[src/hw/rtl/date_token_recognizer_macros.svh]
// Assertion macros used by the date token recognizer RTL.
`ifndef DATE_TOKEN_RECOGNIZER_MACROS_SVH
`define DATE_TOKEN_RECOGNIZER_MACROS_SVH
`ifndef SYNTHESIS
// Property that must hold at every edge outside reset.
`define DTR_ASSERT(label, clk, rst, prop) \
   label: assert property (@(posedge clk) disable iff (rst) (prop)) \
      else $error("date token recognizer: check failed");
// Condition in one cycle implies a condition in the next.
`define DTR_ASSERT_NEXT(label, clk, rst, pre, post) \
   label: assert property (@(posedge clk) disable iff (rst) (pre) |=> (post)) \
      else $error("date token recognizer: check failed");
`else
`define DTR_ASSERT(label, clk, rst, prop)
`define DTR_ASSERT_NEXT(label, clk, rst, pre, post)
`endif
`endif

[src/hw/rtl/dtr_pkg.sv]
// Types, constants and helper functions of the date token recognizer.
package dtr_pkg;

   localparam int CHAR_BITS = 21;
   localparam int WIN_DEPTH = 12;
   localparam int CNT_BITS  = $clog2(WIN_DEPTH + 1);
   localparam int KEY_BITS  = 22;
   localparam int YEAR_BITS = 14;

   // Characters the sentence must hold, newest included, for each form.
   localparam int MIN_NUMERIC = 11;
   localparam int MIN_NAMED   = 12;

   typedef logic [CHAR_BITS-1:0]          char_type;
   typedef char_type [WIN_DEPTH-1:0]      window_type;  // index 0 is the newest
   typedef logic [CNT_BITS-1:0]           count_type;
   typedef logic [KEY_BITS-1:0]           key_type;

   localparam logic [1:0] FMT_SLASH = 2'd0;
   localparam logic [1:0] FMT_DASH  = 2'd1;
   localparam logic [1:0] FMT_NAME  = 2'd2;

   localparam char_type CH_SPACE  = CHAR_BITS'(8'h20);
   localparam char_type CH_PERIOD = CHAR_BITS'(8'h2E);
   localparam char_type CH_SLASH  = CHAR_BITS'(8'h2F);
   localparam char_type CH_DASH   = CHAR_BITS'(8'h2D);
   localparam char_type CH_ZERO   = CHAR_BITS'(8'h30);
   localparam char_type CH_NINE   = CHAR_BITS'(8'h39);

   localparam key_type KEY_MONTH_MULT = KEY_BITS'(31);
   localparam key_type KEY_YEAR_MULT  = KEY_BITS'(365);

   localparam logic [4:0] MONTH_LEN [13] =
      '{5'd0, 5'd31, 5'd28, 5'd31, 5'd30, 5'd31, 5'd30,
        5'd31, 5'd31, 5'd30, 5'd31, 5'd30, 5'd31};

   localparam logic [23:0] MONTH_NAMES [12] =
      '{"Jan", "Feb", "Mar", "Apr", "May", "Jun",
        "Jul", "Aug", "Sep", "Oct", "Nov", "Dec"};

   // Result of one window scan, passed between the scanner and the pipeline.
   typedef struct packed {
      logic                 found;
      logic [1:0]           fmt;
      logic [4:0]           day;
      logic [3:0]           month;
      logic [YEAR_BITS-1:0] year;
   } date_fields_type;

   function automatic logic is_digit(input char_type c);
      return (c >= CH_ZERO) && (c <= CH_NINE);
   endfunction

   function automatic logic is_term(input char_type c);
      return (c == CH_SPACE) || (c == CH_PERIOD);
   endfunction

   // Low nibble of an ASCII digit is its value.
   function automatic logic [3:0] dig(input char_type c);
      return c[3:0];
   endfunction

   function automatic logic [6:0] two_digit(input char_type hi, input char_type lo);
      return 7'(dig(hi)) * 7'd10 + 7'(dig(lo));
   endfunction

   function automatic logic [YEAR_BITS-1:0] four_digit(input char_type d3, input char_type d2,
                                                        input char_type d1, input char_type d0);
      return YEAR_BITS'(dig(d3)) * YEAR_BITS'(1000) + YEAR_BITS'(dig(d2)) * YEAR_BITS'(100)
           + YEAR_BITS'(dig(d1)) * YEAR_BITS'(10) + YEAR_BITS'(dig(d0));
   endfunction

   // Leap rule on the digits: 10*a + b is divisible by 4 iff 2*a + b is.
   function automatic logic leap_year(input char_type d3, input char_type d2,
                                      input char_type d1, input char_type d0);
      logic [4:0] lo;
      logic [4:0] hi;
      logic       cent;
      lo   = {dig(d1), 1'b0} + 5'(dig(d0));
      hi   = {dig(d3), 1'b0} + 5'(dig(d2));
      cent = (dig(d1) == 4'd0) && (dig(d0) == 4'd0);
      return ((lo[1:0] == 2'd0) && !cent) || (cent && (hi[1:0] == 2'd0));
   endfunction

   function automatic logic valid_date(input logic [6:0] day, input logic [6:0] month,
                                       input logic leap);
      logic ok;
      if (leap && (month == 7'd2) && (day == 7'd29)) begin
         ok = 1'b1;
      end else if ((day == 7'd0) || (month == 7'd0) || (month > 7'd12)) begin
         ok = 1'b0;
      end else begin
         ok = day <= 7'(MONTH_LEN[month[3:0]]);
      end
      return ok;
   endfunction

   // Month number for a three-letter name, 0 when it is none.
   function automatic logic [3:0] month_of_name(input char_type c0, input char_type c1,
                                                input char_type c2);
      logic [3:0] m;
      m = 4'd0;
      for (int k = 0; k < 12; k++) begin
         if ((c0 == CHAR_BITS'(MONTH_NAMES[k][23:16])) &&
             (c1 == CHAR_BITS'(MONTH_NAMES[k][15:8])) &&
             (c2 == CHAR_BITS'(MONTH_NAMES[k][7:0]))) begin
            m = 4'(k + 1);
         end
      end
      return m;
   endfunction

endpackage

[src/hw/rtl/date_token_recognizer.sv]
// Top level of the date token recognizer: window, scan and result pipeline.
//
//  channel  dir  handshake           payload
//  req      in   req_valid/req_stall  req_char_code, req_end_of_sentence
//  rsp      out  rsp_valid/rsp_stall  rsp_date_format .. rsp_is_past
//  csr      in   csr_valid/csr_ready  csr_today_key
//
// One character is taken every cycle while req_stall is low. A found date
// passes from the window scan into the field register, then through the key
// multiply-add and the past compare into the output register, which drives
// rsp. Characters that close no date give no item.
// Reset (synchronous) empties the window, zeroes today_key and drops results.
// req_stall rises only when both the field register and a stalled output
// item are full; csr_ready is always high.
`include "date_token_recognizer_macros.svh"

module date_token_recognizer (
   input  logic                           clock,
   input  logic                           reset,
   input  logic                           req_valid,
   output logic                           req_stall,
   input  logic [20:0]                    req_char_code,
   input  logic                           req_end_of_sentence,
   output logic                           rsp_valid,
   input  logic                           rsp_stall,
   output logic [1:0]                     rsp_date_format,
   output logic [4:0]                     rsp_day_value,
   output logic [3:0]                     rsp_month_value,
   output logic [dtr_pkg::YEAR_BITS-1:0]  rsp_year_value,
   output logic [dtr_pkg::KEY_BITS-1:0]   rsp_date_key,
   output logic                           rsp_is_past,
   input  logic                           csr_valid,
   output logic                           csr_ready,
   input  logic [dtr_pkg::KEY_BITS-1:0]   csr_today_key
);
   import dtr_pkg::*;

   // sentence window and fill count
   window_type      win_ff, win_in, win_shift;
   count_type       cnt_ff, cnt_in, cnt_next;
   key_type         today_ff, today_in;

   // field register between scan and key stage
   date_fields_type scan_fields;
   date_fields_type s1_ff, s1_in;
   logic            s1_valid_ff, s1_valid_in;

   // output register
   logic                 out_valid_ff, out_valid_in;
   logic [1:0]           fmt_ff, fmt_in;
   logic [4:0]           day_ff, day_in;
   logic [3:0]           mon_ff, mon_in;
   logic [YEAR_BITS-1:0] year_ff, year_in;
   key_type              key_ff, key_in, key_calc;
   logic                 past_ff, past_in;

   logic req_acc;
   logic out_move;
   logic out_date_ok;

   // output slot frees when empty or taken this cycle
   assign out_move  = !out_valid_ff || !rsp_stall;
   assign req_stall = s1_valid_ff && !out_move;
   assign req_acc   = req_valid && !req_stall;
   assign csr_ready = 1'b1;

   // newest character enters at index 0, oldest falls off the top
   assign win_shift = {win_ff[WIN_DEPTH-2:0], req_char_code[CHAR_BITS-1:0]};
   assign cnt_next  = (cnt_ff < CNT_BITS'(WIN_DEPTH)) ? cnt_ff + 1'b1 : cnt_ff;

   dtr_scan u_scan (
      .win    (win_shift),
      .count  (cnt_next),
      .fields (scan_fields)
   );

   assign key_calc = KEY_BITS'(s1_ff.month) * KEY_MONTH_MULT
                   + KEY_BITS'(s1_ff.year) * KEY_YEAR_MULT
                   + KEY_BITS'(s1_ff.day);

   always_comb begin
      win_in   = win_ff;
      cnt_in   = cnt_ff;
      today_in = today_ff;
      if (csr_valid && csr_ready) begin
         today_in = csr_today_key;
      end
      if (req_acc) begin
         // the end-marked character is scanned, then the sentence restarts
         win_in = req_end_of_sentence ? '0 : win_shift;
         cnt_in = req_end_of_sentence ? '0 : cnt_next;
      end

      s1_in       = s1_ff;
      s1_valid_in = s1_valid_ff && !out_move;
      if (req_acc && scan_fields.found) begin
         s1_in       = scan_fields;
         s1_valid_in = 1'b1;
      end

      out_valid_in = out_valid_ff && rsp_stall;
      fmt_in  = fmt_ff;
      day_in  = day_ff;
      mon_in  = mon_ff;
      year_in = year_ff;
      key_in  = key_ff;
      past_in = past_ff;
      if (s1_valid_ff && out_move) begin
         out_valid_in = 1'b1;
         fmt_in  = s1_ff.fmt;
         day_in  = s1_ff.day;
         mon_in  = s1_ff.month;
         year_in = s1_ff.year;
         key_in  = key_calc;
         past_in = today_ff > key_calc;
      end
   end

   always_ff @(posedge clock) begin
      if (reset) begin
         win_ff       <= '0;
         cnt_ff       <= '0;
         today_ff     <= '0;
         s1_valid_ff  <= 1'b0;
         out_valid_ff <= 1'b0;
      end else begin
         win_ff       <= win_in;
         cnt_ff       <= cnt_in;
         today_ff     <= today_in;
         s1_valid_ff  <= s1_valid_in;
         out_valid_ff <= out_valid_in;
      end
      s1_ff   <= s1_in;
      fmt_ff  <= fmt_in;
      day_ff  <= day_in;
      mon_ff  <= mon_in;
      year_ff <= year_in;
      key_ff  <= key_in;
      past_ff <= past_in;
   end

   assign rsp_valid       = out_valid_ff;
   assign rsp_date_format = fmt_ff;
   assign rsp_day_value   = day_ff;
   assign rsp_month_value = mon_ff;
   assign rsp_year_value  = year_ff;
   assign rsp_date_key    = key_ff;
   assign rsp_is_past     = past_ff;

   // month and day of a held result item lie in range
   assign out_date_ok = (mon_ff != 4'd0) && (mon_ff <= 4'd12) && (day_ff != 5'd0);

   `DTR_ASSERT(a_cnt_bound, clock, reset, cnt_ff <= CNT_BITS'(WIN_DEPTH))
   `DTR_ASSERT_NEXT(a_eos_clears, clock, reset, req_acc && req_end_of_sentence, cnt_ff == '0)
   `DTR_ASSERT(a_out_date_sane, clock, reset, !out_valid_ff || out_date_ok)
   `DTR_ASSERT_NEXT(a_s1_drains, clock, reset, s1_valid_ff && !out_valid_ff, out_valid_ff)

endmodule

[src/hw/rtl/dtr_scan.sv]
// Window scanner: finds a closed date at the newest character of the window.
module dtr_scan (
   input  dtr_pkg::window_type      win,
   input  dtr_pkg::count_type       count,
   output dtr_pkg::date_fields_type fields
);
   import dtr_pkg::*;

   logic                 term;
   logic                 slash_punct, dash_punct, name_punct;
   logic                 slash_ok, dash_ok, name_ok;
   logic [6:0]           s_day, s_mon, d_day, d_mon, n_day;
   logic [YEAR_BITS-1:0] s_year, d_year, n_year;
   logic [3:0]           n_mon;

   always_comb begin
      term        = is_term(win[0]);
      slash_punct = (win[8] == CH_SLASH) && (win[5] == CH_SLASH);
      dash_punct  = (win[6] == CH_DASH) && (win[3] == CH_DASH);
      name_punct  = (win[9] == CH_SPACE) && (win[5] == CH_SPACE);

      s_day  = two_digit(win[10], win[9]);
      s_mon  = two_digit(win[7], win[6]);
      s_year = four_digit(win[4], win[3], win[2], win[1]);
      slash_ok = is_digit(win[10]) && is_digit(win[9]) && is_digit(win[7]) &&
                 is_digit(win[6]) && is_digit(win[4]) && is_digit(win[3]) &&
                 is_digit(win[2]) && is_digit(win[1]) &&
                 valid_date(s_day, s_mon, leap_year(win[4], win[3], win[2], win[1]));

      d_year = four_digit(win[10], win[9], win[8], win[7]);
      d_mon  = two_digit(win[5], win[4]);
      d_day  = two_digit(win[2], win[1]);
      dash_ok = is_digit(win[10]) && is_digit(win[9]) && is_digit(win[8]) &&
                is_digit(win[7]) && is_digit(win[5]) && is_digit(win[4]) &&
                is_digit(win[2]) && is_digit(win[1]) &&
                valid_date(d_day, d_mon, leap_year(win[10], win[9], win[8], win[7]));

      n_mon  = month_of_name(win[8], win[7], win[6]);
      n_day  = two_digit(win[11], win[10]);
      n_year = s_year;
      name_ok = (n_mon != 4'd0) && is_digit(win[11]) && is_digit(win[10]) &&
                is_digit(win[4]) && is_digit(win[3]) && is_digit(win[2]) &&
                is_digit(win[1]) &&
                valid_date(n_day, 7'(n_mon), leap_year(win[4], win[3], win[2], win[1]));

      fields = '0;
      // Slash punctuation shadows the dash form even when its digits fail.
      if ((count >= CNT_BITS'(MIN_NUMERIC)) && term && slash_punct && slash_ok) begin
         fields.found = 1'b1;
         fields.fmt   = FMT_SLASH;
         fields.day   = s_day[4:0];
         fields.month = s_mon[3:0];
         fields.year  = s_year;
      end else if ((count >= CNT_BITS'(MIN_NUMERIC)) && term && !slash_punct &&
                   dash_punct && dash_ok) begin
         fields.found = 1'b1;
         fields.fmt   = FMT_DASH;
         fields.day   = d_day[4:0];
         fields.month = d_mon[3:0];
         fields.year  = d_year;
      end else if ((count >= CNT_BITS'(MIN_NAMED)) && term && name_punct && name_ok) begin
         fields.found = 1'b1;
         fields.fmt   = FMT_NAME;
         fields.day   = n_day[4:0];
         fields.month = n_mon;
         fields.year  = n_year;
      end
   end

endmodule

[config.mk]
export PLATFORM = sky130hd
export DESIGN_NAME = date_token_recognizer
export DESIGN_NICKNAME = d
export VERILOG_FILES = /design/src/hw/rtl/dtr_pkg.sv /design/src/hw/rtl/date_token_recognizer.sv /design/src/hw/rtl/dtr_scan.sv
export VERILOG_INCLUDE_DIRS = /design/src /design/src/hw/rtl
export SDC_FILE = /design/constraint.sdc
export NUM_CORES = 1
export LEC_CHECK = 0
export ABC_AREA = 1
export BUFFER_PORTS_ARGS = -buffer_cell sky130_fd_sc_hd__buf_2
export CAP_MARGIN = 20
export CORE_MARGIN = 3
export CORE_UTILIZATION = 41
export DETAILED_ROUTE_END_ITERATION = 16
export PLACE_DENSITY = 0.59
export SLEW_MARGIN = 30
export SYNTH_ARGS = -nofsm -noshare
export SYNTH_HDL_FRONTEND = slang
export SYNTH_SLANG_ARGS = --single-unit
[constraint.sdc]
create_clock -name clock -period 7.8 [get_ports clock]
set_input_delay 1.56 -clock clock [delete_from_list [all_inputs] [get_ports clock]]
set_output_delay 1.56 -clock clock [all_outputs]
set_load 0.01 [all_outputs]
==> impl_metrics.csv <==
group,metric,value,unit
timing,fin_crit_sh,87.2,%
logic_synthesis,yosys.area_share.simple,18.4,%
clock_tree,cts_tree,"built",
job,cap_violations,0,
timing,fin_tns_setup,0,ns
timing,rsz0062_at_grt,"false",
clock_tree,cts_resized,0,
logic_synthesis,synth_nets,3011,
timing,clock_skew,0.0168,ns
die,coreArea,51900,um^2
logic_synthesis,syn_area,21700,um^2
clock_tree,clkTransAtPathRegs,0.06,ns
logic_synthesis,synthAdderAreaFrac,25.5,%
logic_synthesis,synthXorXnorAreaFrac,2.78,%
logic_synthesis,syn-instance-count,2581,
clock_tree,ctsHoldBuffers,0,
worst_setup_path,path_max_fanout,4,
place,portBuffers,98,
clock_tree,cts_root_buf,"clkbuf_16",
timing,tightest_slew,0.913,ns
global_routing,grt_overflow,0,
drt,routed_via_density,5.18,
die,initial_utilization,41.9,%
global_routing,antenna_found_initial,0,
place,dp.cells,3278,
die,rows,83,
die,design.portCount,100,
logic_synthesis,synth.distinct_cells,56,
timing,setup_viol,0,
place,place_congestion,0.979,
drt,route.antenna.remaining_nets,0,
drt,drcViolationCount,0,
drt,dr.first_iter.drc_count,884,
worst_setup_path,cp_data_required_time,8.10,ns
logic_synthesis,avgSynthCellArea,8.43,um^2
drt,firstDrtPassIters,7,
cells_and_area,stdcell_count,3345,
logic_synthesis,synth_area_leader_cell,"dfxtp_1",
logic_synthesis,ys_seq_area_share,33.9,%
cells_and_area,fillers,5133,
die,die_h,236,um
die,die_area,55800,um^2
drt,vias,17335,
cells_and_area,drive_gt1_share,7.99,%
status,status,"complete, no violations",
clock_tree,postCtsSetupRepairBufs,0,
pwr,p_per_area,151,nW/um^2
worst_setup_path,cp-start-kind,"flop",
pwr,ir_worst_vdd,0.162,mV
global_routing,grtUsageTotal,19.0,%
clock_tree,cts_sinks,332,
logic_synthesis,synth_top_family_by_area,"adder cells",
worst_setup_path,critPathSlowestCell,"fa_1",
timing,slew_violations,0,
worst_setup_path,endpoint_kind,"flop",
worst_setup_path,slowest_delay,0.64,ns
logic_synthesis,ys_ff_latch,332,
logic_synthesis,synth_top_area_share,23.8,%
logic_synthesis,synth_compound_area_share,12.4,%
timing,max_freq,0.147,GHz
die,die_w,236,um
logic_synthesis,synth_area_leaders,"dfxtp_1 24%, ha_1 16%, edfxtp_1 10%, fa_1 9.7%, nand2_1 8.1%",
logic_synthesis,yosysWarningCount,0,
logic_synthesis,yosys-mux-area-fraction,0.0460,%
worst_setup_path,worst-setup-path-type,"reg -> reg",
timing,slew_headroom,39.1,%
timing,hold_viol,0,
worst_setup_path,cpMostUsedCell,"fa_1",
drt,wl_per_cell,16.0,um
clock_tree,cts.path.max_buffers,3,
clock_tree,cts_inserted_buffers,38,
global_routing,grt_pass1_wl,88000,um
logic_synthesis,async_flop_share,0,%
logic_synthesis,synth_edf_count,73,
drt,totalWireLength,53500,um
global_routing,grt_max_degree,113,
cells_and_area,nets,3068,
logic_synthesis,synth-main-ff-cell,"dfxtp_1",
place,hpwl,40600,um
clock_tree,clk_latency,0.56,ns
clock_tree,h-tree-depth,2,
timing,min_period,6.80,ns
cells_and_area,syn_to_final_growth,10.6,%
cells_and_area,antenna_cells,0,
global_routing,grt_pass1_vias,17448,
hold_path,holdCritPathClass,"reg -> reg",
worst_setup_path,arrival,7.11,ns
pwr,power.leakage,11.0,nW
where the power goes:
part           switching, mW  internal [mW]  leakage [nW]
Sequential            0.0115           1.76          2.76
Combinational         0.0993         0.0405          7.67
Clock                  0.735          0.987         0.580
Total                  0.846           2.79          11.0
state kept, by name, indices dropped and copies added (netlist names):
register,cells
rsp_year_value,14
rsp_day_value,5
win_ff,231
rsp_date_key,22
today_ff,22
rsp_valid,1
rsp_is_past,1
rsp_date_format,2
s1_ff,25
s1_valid_ff,1
cnt_ff,4
rsp_month_value,4
worst max-delay path: cells and delay by family (launching register included):
family | cells | cell delay, ns
fa+ha+maj | 8 | 3.72
compound gates | 9 | 1.45
simple gates | 6 | 0.55
flops | 1 | 0.39
buf+inv | 4 | 0.27
xor+xnor | 1 | 0.18
worst paths after layout:
kind,depth (start not counted),end,startpoint,slack (ns)
worst max-delay path,28,rsp_is_past,s1_ff[15],1.0
worst min-delay path,0,rsp_date_format[1],s1_ff[24],0.44
worst max register to register,28,rsp_is_past,s1_ff[15],1.0
worst min register to register,0,rsp_date_format[1],s1_ff[24],0.44
cell usage in the layout, fill, tap and decap left out, types with 12 or more instances in the layout:
cell type,instances
nor2_1,296
buf_2,97
or2_2,12
fa_1,105
xnor2_1,24
edfxtp_1,73
nand4_1,20
o21ai_0,49
a22oi_1,141
a21oi_1,201
nand2_1,469
xor2_1,45
nor4_1,19
nor3_1,31
dfxtp_1,259
clkbuf_16,39
nand3_1,72
ha_1,276
inv_1,294
cell type report:
type / instances / area [um^2] / share of cell area [%]
Inverter: 304 / 1140 / 4.74
Clock buffer: 47 / 1040 / 4.31
Timing Repair Buffer: 108 / 598 / 2.49
Multi-Input combinational cell: 1854 / 12900 / 53.6
Clock inverter: 20 / 168 / 0.697
Sequential cell: 332 / 7380 / 30.7
Tap cell: 680 / 851 / 3.54
metal layers:
metal	track usage [%]	share of wire, %	vias to the layer above	routed length (um)
met1	23.3	44	8239	23400
li1	-	-	8701	-
met4	6.45	3.0	0	1620
met5	0	0	-	0
met3	2.19	3.1	99	1680
met2	34.3	50	296	26700
kinds of logic after synthesis:
family	Yosys count
and+or+nand+nor	958
buffers and inverters	395
AOI/OAI and AO/OA	444
other	1
muxes	1
adders and majority gates	381
DFF	332
xor gates and xnor gates	69
cells in the mapped netlist (all sizes together) (58+ instances only):
master,number
o21ai,58
fa,105
nor2,304
inv,304
a22oi,141
a21oi,203
edfxtp,73
ha,276
clkbuf,78
dfxtp,259
nand2,474
nand3,75
per-stage QoR:
stage | util (%) | cell area (um^2) | total power [mW] | setup slack [ns] | hold WS [ns]
2_1_floorplan | - | 21700 | 1.90 | 1.52 | 0.400
3_3_place_gp | 44.0 | 22800 | 1.95 | 1.09 | 0.416
3_5_place_dp | 44.0 | 22900 | 1.95 | 0.986 | 0.426
4_1_cts | 46.3 | 24100 | 3.70 | 0.969 | 0.440
5_1_grt | 46.3 | 24100 | 3.78 | 0.525 | 0.445
6_report | 46.3 | 24100 | 3.63 | 0.999 | 0.440
(Power assumes the default switching activity.)
